$ cat src/rtl/core/mh2_pkg.sv
// Shared constants, command types and helpers for the MurmurHash2 engine.
`default_nettype none

package mh2_pkg;

    // Mixing constants of the 32-bit scheme
    localparam logic [31:0] MIX_MUL     = 32'h5bd1e995;
    localparam int unsigned MIX_SHIFT   = 24;
    localparam int unsigned FIN_SHIFT_A = 13;
    localparam int unsigned FIN_SHIFT_B = 15;
    localparam logic [31:0] SEED_RESET  = 32'd5381;

    // Field widths
    localparam int unsigned LEN_W   = 31;
    localparam int unsigned WORD_W  = 32;
    localparam int unsigned COUNT_W = 3;

    // Datapath operation issued by the controller each cycle
    typedef enum logic [2:0] {
        OP_NONE = 3'd0,
        OP_K1   = 3'd1,   // k = word * M
        OP_K2   = 3'd2,   // k = (k ^ k >> 24) * M
        OP_H    = 3'd3,   // h = (h * M) ^ k
        OP_TAIL = 3'd4,   // h = h * M
        OP_F1   = 3'd5,   // h = (h ^ h >> 13) * M
        OP_F2   = 3'd6    // h = h ^ h >> 15, publish result
    } op_t;

    typedef struct packed {
        logic load;       // capture the accepted request
        logic fold_tail;  // xor the tail bytes into the hash on load
        op_t  op;
    } dp_cmd_t;

    typedef struct packed {
        logic out_busy;   // result register full and not taken this cycle
    } dp_status_t;

    // Byte mask for one to three tail bytes; zero otherwise
    function automatic logic [WORD_W-1:0] tail_mask(input logic [COUNT_W-1:0] cnt);
        logic [WORD_W-1:0] mask;
        begin
            case (cnt)
                3'd1:    mask = 32'h0000_00ff;
                3'd2:    mask = 32'h0000_ffff;
                3'd3:    mask = 32'h00ff_ffff;
                default: mask = '0;
            endcase
            return mask;
        end
    endfunction

endpackage

`default_nettype wire

$ cat src/rtl/core/murmur2_hash_engine.sv
// Top level of the streaming 32-bit MurmurHash2 engine.
// A key streams in as little-endian 32-bit words, one request per word; the first
// request (tuser high) loads the hash with the seed xor key length, and the last
// (tlast high) folds in the byte count's tail and emits one finished hash. All
// multiplies go through a single shared 32x32 multiplier, which sets the rate: a
// non-last word is accepted, then takes three multiply steps; a full last word
// adds F1 and F2, a last word with one to three bytes takes TAIL, F1 and F2, and
// one with no bytes F1 and F2. A finished hash waits in an output register while
// the next key is accepted; the final step holds only if the previous result is
// still untaken. The seed register resets to 5381 and is written through the cfg
// channel, which is always ready; write it only while idle.
`default_nettype none

module murmur2_hash_engine
    import mh2_pkg::*;
(
    input  wire logic        aclk,
    input  wire logic        aresetn,
    // Configuration write: seed
    input  wire logic        cfg_valid,
    output logic             cfg_ready,
    input  wire logic [31:0] cfg_data,
    // Key words in
    input  wire logic        s_axis_tvalid,
    output logic             s_axis_tready,
    input  wire logic [71:0] s_axis_tdata,  // key_length[30:0], data_word[62:31],
                                            // byte_count[65:63], zero[71:66]
    input  wire logic [0:0]  s_axis_tuser,  // first_item[0]
    input  wire logic        s_axis_tlast,
    // Hash out
    output logic             m_axis_tvalid,
    input  wire logic        m_axis_tready,
    output logic [31:0]      m_axis_tdata   // hash_value[31:0]
);

    dp_cmd_t    cmd;
    dp_status_t status;
    logic [LEN_W-1:0]   in_length;
    logic [WORD_W-1:0]  in_word;
    logic [COUNT_W-1:0] in_count;

    assign cfg_ready = 1'b1;

    // Unpack the request payload
    assign in_length = s_axis_tdata[LEN_W-1:0];
    assign in_word   = s_axis_tdata[LEN_W+WORD_W-1:LEN_W];
    assign in_count  = s_axis_tdata[LEN_W+WORD_W+COUNT_W-1:LEN_W+WORD_W];

    mh2_ctrl u_ctrl (
        .aclk     (aclk),
        .aresetn  (aresetn),
        .in_valid (s_axis_tvalid),
        .in_last  (s_axis_tlast),
        .in_count (in_count),
        .in_ready (s_axis_tready),
        .status   (status),
        .cmd      (cmd)
    );

    mh2_datapath u_datapath (
        .aclk      (aclk),
        .aresetn   (aresetn),
        .cfg_write (cfg_valid && cfg_ready),
        .cfg_data  (cfg_data),
        .in_first  (s_axis_tuser[0]),
        .in_length (in_length),
        .in_word   (in_word),
        .in_count  (in_count),
        .cmd       (cmd),
        .status    (status),
        .out_valid (m_axis_tvalid),
        .out_ready (m_axis_tready),
        .out_data  (m_axis_tdata)
    );

    // Never overwrite a result that is still waiting
    assert property (@(posedge aclk) disable iff (!aresetn)
        (cmd.op == OP_F2) |-> !status.out_busy)
        else $error("final step issued while result register busy");

    // Capture only on an accepted request
    assert property (@(posedge aclk) disable iff (!aresetn)
        cmd.load |-> (s_axis_tvalid && s_axis_tready))
        else $error("load without accepted request");

    // A new result comes only from the final step
    assert property (@(posedge aclk) disable iff (!aresetn)
        $rose(m_axis_tvalid) |-> $past(cmd.op == OP_F2))
        else $error("result appeared without final step");

    // Word mixing runs its two key multiplies back to back
    assert property (@(posedge aclk) disable iff (!aresetn)
        (cmd.op == OP_K1) |=> (cmd.op == OP_K2))
        else $error("key mix sequence broken");

endmodule

`default_nettype wire

$ cat src/rtl/core/mh2_ctrl.sv
// Controller state machine that sequences the shared multiplier per request.
`default_nettype none

module mh2_ctrl
    import mh2_pkg::*;
(
    input  wire logic               aclk,
    input  wire logic               aresetn,
    input  wire logic               in_valid,
    input  wire logic               in_last,
    input  wire logic [COUNT_W-1:0] in_count,
    output logic                    in_ready,
    input  dp_status_t              status,
    output dp_cmd_t                 cmd
);

    typedef enum logic [6:0] {
        ST_IDLE = 7'b0000001,
        ST_K1   = 7'b0000010,
        ST_K2   = 7'b0000100,
        ST_H    = 7'b0001000,
        ST_TAIL = 7'b0010000,
        ST_F1   = 7'b0100000,
        ST_F2   = 7'b1000000
    } state_t;

    state_t state_reg, state_next;
    logic   last_reg, last_next;
    logic   accept;
    logic   whole_word;
    logic   has_tail;

    assign in_ready = (state_reg == ST_IDLE);
    assign accept   = in_valid && in_ready;

    // Classify the request: whole word, short tail, or no data bytes
    assign whole_word = !in_last || in_count[COUNT_W-1];
    assign has_tail   = in_last && !in_count[COUNT_W-1] && (in_count != '0);

    // Next state and command
    always_comb begin
        state_next    = state_reg;
        last_next     = last_reg;
        cmd.load      = 1'b0;
        cmd.fold_tail = 1'b0;
        cmd.op        = OP_NONE;
        case (state_reg)
            ST_IDLE: begin
                if (accept) begin
                    cmd.load      = 1'b1;
                    cmd.fold_tail = has_tail;
                    last_next     = in_last;
                    if (whole_word) begin
                        state_next = ST_K1;
                    end else if (has_tail) begin
                        state_next = ST_TAIL;
                    end else begin
                        state_next = ST_F1;
                    end
                end
            end
            ST_K1: begin
                cmd.op     = OP_K1;
                state_next = ST_K2;
            end
            ST_K2: begin
                cmd.op     = OP_K2;
                state_next = ST_H;
            end
            ST_H: begin
                cmd.op     = OP_H;
                state_next = last_reg ? ST_F1 : ST_IDLE;
            end
            ST_TAIL: begin
                cmd.op     = OP_TAIL;
                state_next = ST_F1;
            end
            ST_F1: begin
                cmd.op     = OP_F1;
                state_next = ST_F2;
            end
            ST_F2: begin
                // hold until the result register can take the hash
                if (!status.out_busy) begin
                    cmd.op     = OP_F2;
                    state_next = ST_IDLE;
                end
            end
            default: begin
                state_next = ST_IDLE;
            end
        endcase
    end

    always_ff @(posedge aclk) begin
        if (!aresetn) begin
            state_reg <= ST_IDLE;
            last_reg  <= 1'b0;
        end else begin
            state_reg <= state_next;
            last_reg  <= last_next;
        end
    end

endmodule

`default_nettype wire

$ cat src/rtl/core/mh2_datapath.sv
// Hash datapath: seed register, running hash, shared multiplier, result register.
`default_nettype none

module mh2_datapath
    import mh2_pkg::*;
(
    input  wire logic               aclk,
    input  wire logic               aresetn,
    input  wire logic               cfg_write,
    input  wire logic [WORD_W-1:0]  cfg_data,
    input  wire logic               in_first,
    input  wire logic [LEN_W-1:0]   in_length,
    input  wire logic [WORD_W-1:0]  in_word,
    input  wire logic [COUNT_W-1:0] in_count,
    input  dp_cmd_t                 cmd,
    output dp_status_t              status,
    output logic                    out_valid,
    input  wire logic               out_ready,
    output logic [WORD_W-1:0]       out_data
);

    logic [WORD_W-1:0] seed_reg;
    logic [WORD_W-1:0] word_reg, word_next;
    logic [WORD_W-1:0] k_reg, k_next;
    logic [WORD_W-1:0] h_reg, h_next;
    logic [WORD_W-1:0] out_data_reg, out_data_next;
    logic              out_valid_reg, out_valid_next;
    logic [WORD_W-1:0] mul_a;
    logic [WORD_W-1:0] product;
    logic [WORD_W-1:0] h_base;
    logic [WORD_W-1:0] h_final;

    assign status.out_busy = out_valid_reg && !out_ready;
    assign out_valid       = out_valid_reg;
    assign out_data        = out_data_reg;

    // Select the multiplier operand
    always_comb begin
        case (cmd.op)
            OP_K1:   mul_a = word_reg;
            OP_K2:   mul_a = k_reg ^ (k_reg >> MIX_SHIFT);
            OP_H:    mul_a = h_reg;
            OP_TAIL: mul_a = h_reg;
            OP_F1:   mul_a = h_reg ^ (h_reg >> FIN_SHIFT_A);
            default: mul_a = '0;
        endcase
    end

    // Shared 32x32 multiplier, low half kept
    assign product = WORD_W'(mul_a * MIX_MUL);

    assign h_base  = in_first ? (seed_reg ^ {1'b0, in_length}) : h_reg;
    assign h_final = h_reg ^ (h_reg >> FIN_SHIFT_B);

    // Advance the hash registers
    always_comb begin
        word_next      = word_reg;
        k_next         = k_reg;
        h_next         = h_reg;
        out_data_next  = out_data_reg;
        out_valid_next = out_valid_reg && !out_ready;
        if (cmd.load) begin
            word_next = in_word;
            h_next    = cmd.fold_tail ? (h_base ^ (in_word & tail_mask(in_count))) : h_base;
        end
        case (cmd.op)
            OP_K1:   k_next = product;
            OP_K2:   k_next = product;
            OP_H:    h_next = product ^ k_reg;
            OP_TAIL: h_next = product;
            OP_F1:   h_next = product;
            OP_F2: begin
                h_next         = h_final;
                out_data_next  = h_final;
                out_valid_next = 1'b1;
            end
            default: begin
            end
        endcase
    end

    always_ff @(posedge aclk) begin
        if (!aresetn) begin
            seed_reg      <= SEED_RESET;
            out_valid_reg <= 1'b0;
        end else begin
            if (cfg_write) begin
                seed_reg <= cfg_data;
            end
            out_valid_reg <= out_valid_next;
        end
    end

    // Payload registers carry no reset
    always_ff @(posedge aclk) begin
        word_reg     <= word_next;
        k_reg        <= k_next;
        h_reg        <= h_next;
        out_data_reg <= out_data_next;
    end

endmodule

`default_nettype wire
$ cat config.mk
export PLATFORM = sky130hd
export DESIGN_NAME = murmur2_hash_engine
export DESIGN_NICKNAME = d
export VERILOG_FILES = /design/src/rtl/core/mh2_pkg.sv /design/src/rtl/core/murmur2_hash_engine.sv /design/src/rtl/core/mh2_ctrl.sv /design/src/rtl/core/mh2_datapath.sv
export SDC_FILE = /design/constraint.sdc
export NUM_CORES = 1
export LEC_CHECK = 0
export BUFFER_PORTS_ARGS = -buffer_cell sky130_fd_sc_hd__buf_2
export CAP_MARGIN = 10
export CORE_UTILIZATION = 45
export CTS_BUF_LIST = sky130_fd_sc_hd__clkbuf_8
export DETAILED_ROUTE_END_ITERATION = 7
export PLACE_DENSITY = 0.63
export SYNTH_ARGS = -nofsm -noshare
export SYNTH_HDL_FRONTEND = slang
export SYNTH_SLANG_ARGS = --single-unit
$ cat constraint.sdc
create_clock -name aclk -period 13.41 [get_ports aclk]
set_clock_uncertainty 0.15 [all_clocks]
set_input_delay 2.682 -clock aclk [delete_from_list [all_inputs] [get_ports aclk]]
set_output_delay 2.682 -clock aclk [all_outputs]
set_load 0.01 [all_outputs]
==> summary.md <==
| Metric | Value |
|---|---|
| Critical path buffers and inverters | 4 |
| Part of the power in registers | 33.9% |
| Synth Warn # | 0 |
| Reg clk slew, reported paths | 0.10 ns |
| Seq cells post-synth | 169 |
| Status | complete, no violations |
| Min Tclk post-route | 10.81 ns |
| NetSw | 809 uW |
| GR Overflow Total | 0 |
| Ports | 146 |
| Critical setup path kind | reg2reg |
| Sequential-to-total area share from yosys stat | 27.0% |
| P per Cell Area | 104 mW/mm2 |
| Worst-Margin Slew | 1.11 ns |
| Routed via count | 12400 |
| Routed len/inst | 20.0 um |
| Post-route ant nets | 0 |
| Placed cell count | 2308 |
| CTS tree | yes |
| Clk pwr share | 18.2% |
| RD Place Congestion | 0.937 |
| Max-slew violation count | 0 |
| Maximum clock frequency | 92.5 MHz |
| Post-synth top flop | edfxtp_1 |
| Tot GR Track Use | 25.3% |
| Initial antenna violation count | 0 |
| Post-cts resize count | 0 |
| Clock sink total | 169 |
| CTS Buf Count | 17 |
| CTS Hold Buffers Added | 0 |
| Crit start category | flop |
| Worst skew pair latency | 0.49 ns |
| Cells after Synth | 1689 |
| Most frequent cells in the layout | 363 x inv_1, 216 x ha_1, 181 x fa_1, 138 x buf_2, 132 x nand2_1 |
| Final Cycle Share | 80.6% |
| DRC viols | 0 |
| Post-CTS setup buffers | 0 |
| Die Y | 198 um |
| FP Rows | 71 |
| RSZ-0062 raised after global routing | no |
| Worst slew margin | 25.8% |
| CTS root buffer | clkbuf_8 |
| Layout Nets | 2324 |
| Cell area after layout | 0.0189 mm2 |
| Worst path depth | 26 |
| IO Port Bufs | 138 |
| Sw Share | 41.1% |
| Total chip power | 1.97 mW |
| Hold Crit Depth | 2 |
| Leakage | 9.28 nW |
| Ys async rst share | 0% |
| Routed wire length | 46900 um |
| Avg Cell Area, Syn | 10.2 um2 |
| Worst R2R Path Depth | 26 |
| Area of placed instances | 0.0186 mm2 |
| CP peak stage delay | 0.88 ns |
| Detail Placement HPWL | 36700 um |
| Setup TNS | 0 ns |
| Final Non-Filler Cells | 2340 |
| Synthesized area | 0.0173 mm2 |
| Worst Path Max Fanout | 24 |
| Crit-path leading delay family | adder cells |
| Commonest non-fill, non-tap cell in the layout | inv_1 |
| Finish-stage setup viols | 0 |
| Vias in the first global route | 12900 |
| DIE AREA | 0.0391 mm2 |
| Number of enable flip-flop cells after synthesis | 128 |
| Combinational fraction of design power | 47.9% |
| Worst Setup End Kind | flop |
| Post-Syn Nets | 2197 |
| Fin util | 50.3% |
| Crit path max-delay cell type | nand3_1 |
| Worst Hold Class | reg2reg |
| CP most frequent cell | fa_1 |
| H-tree Lvls | 4 |
| Req. time, crit path | 13.46 ns |
| Final hold violation count | 0 |
| Iteration-0 DRC Markers | 941 |
| P&R area growth vs syn | 9.82% |
| 1st-pass router iterations | 6 |
| ANT cells | 0 |
| Clock Path Buffers | 2 |
| Largest net degree at the start of global routing | 52 |
| Max VDD drop | 0.109 mV |
| Yosys cell types | 73 |
| Die W | 198 um |
| Fill cells | 3556 |
| Starting Density | 45.8% |
| Max-cap violations | 0 |
| Vias per cell | 5.29 |
| Internal power | 1.16 mW |
| Core ar. | 0.0377 mm2 |
| Layout cells sized above 1 | 11.0% |
| Global-route wire length before repair | 73500 um |
| CP arrival | 10.86 ns |
[worst paths after layout]
path / start / endpoint / slack (ns)
setup / recovery: u_ctrl.state_reg[6] / u_datapath.h_reg[31] / 2.60
hold / removal: u_datapath.seed_reg[2] / u_datapath.seed_reg[2] / 0.36
setup reg to reg: u_ctrl.state_reg[6] / u_datapath.h_reg[31] / 2.60
hold reg to reg: u_datapath.seed_reg[2] / u_datapath.seed_reg[2] / 0.36
[metrics by stage]
step           hold WS, ns  worst slack (ns)
2_1_floorplan        0.310              4.42
3_3_place_gp         0.328              2.88
3_5_place_dp         0.336              2.72
4_1_cts              0.362              2.66
5_1_grt              0.391              2.20
6_report             0.356              2.60
[kinds of logic after synthesis]
group | share of synthesized area, %
other cells | 0.0217
flops | 27.0
mux | 2.03
buf+inv | 9.03
xor+xnor | 8.45
fa+ha+maj | 36.7
simple gates | 7.22
compound gates | 9.54
[worst min-delay path, cell delays in order (launching register included)]
cell	delay [ns]
dfxtp_1	0.35
mux2i_1	0.07
nand2_1	0.06
[cell usage after synthesis, types with 4 or more instances]
cell type | count | area [um2]
inv_1 | 364 | 1370
ha_1 | 216 | 2700
fa_1 | 181 | 3620
nand2_1 | 132 | 495
edfxtp_1 | 128 | 3840
xnor2_1 | 104 | 911
o21ai_0 | 76 | 380
nor2_1 | 72 | 270
xor2_1 | 42 | 368
clkbuf_1 | 41 | 154
dfxtp_1 | 41 | 821
a21oi_1 | 40 | 200
mux2i_1 | 35 | 350
a22oi_1 | 25 | 188
nor3_1 | 14 | 70.1
a221o_1 | 13 | 130
a21o_1 | 12 | 90.1
o21a_1 | 10 | 75.1
nand3b_1 | 9 | 67.6
xnor3_1 | 8 | 180
a211oi_1 | 7 | 52.6
nand2b_1 | 7 | 43.8
nand3_1 | 7 | 35.0
nor3b_1 | 6 | 45.0
o221ai_1 | 6 | 52.6
a31oi_1 | 5 | 31.3
a32oi_1 | 5 | 43.8
nor2b_1 | 5 | 31.3
and4b_1 | 4 | 40.0
buf_1 | 4 | 15.0
o31a_1 | 4 | 35.0
or3_1 | 4 | 25.0
[layout make-up]
| class | instances | area, um2 | share of cell area, % |
|---|---|---|---|
| Clock buffer | 17 | 234 | 1.23 |
| Clock inverter | 15 | 141 | 0.746 |
| Inverter | 364 | 1370 | 7.21 |
| Multi-Input combinational cell | 1108 | 11100 | 58.5 |
| Sequential cell | 169 | 4660 | 24.6 |
| Tap cell | 511 | 639 | 3.37 |
| Timing Repair Buffer | 156 | 826 | 4.36 |
[per-layer routing]
metal,share of wire (%),global-route usage [%],up-vias
met5,0,0,-
met4,3.7,9.82,0
met3,6.2,3.47,66
met2,47,41.5,461
met1,43,33.9,6069
li1,-,-,5794
[power by group through the flow]
stage          registers [mW]  logic, mW  clock network [mW]
5_1_grt                 0.670       1.05               0.383
3_5_place_dp            0.677      0.928                   0
4_1_cts                 0.666      0.939               0.365
6_report                0.667      0.942               0.359
3_3_place_gp            0.676      0.910                   0
2_1_floorplan           0.659      0.674                   0
Note: power is estimated with default switching activity, not from simulation.
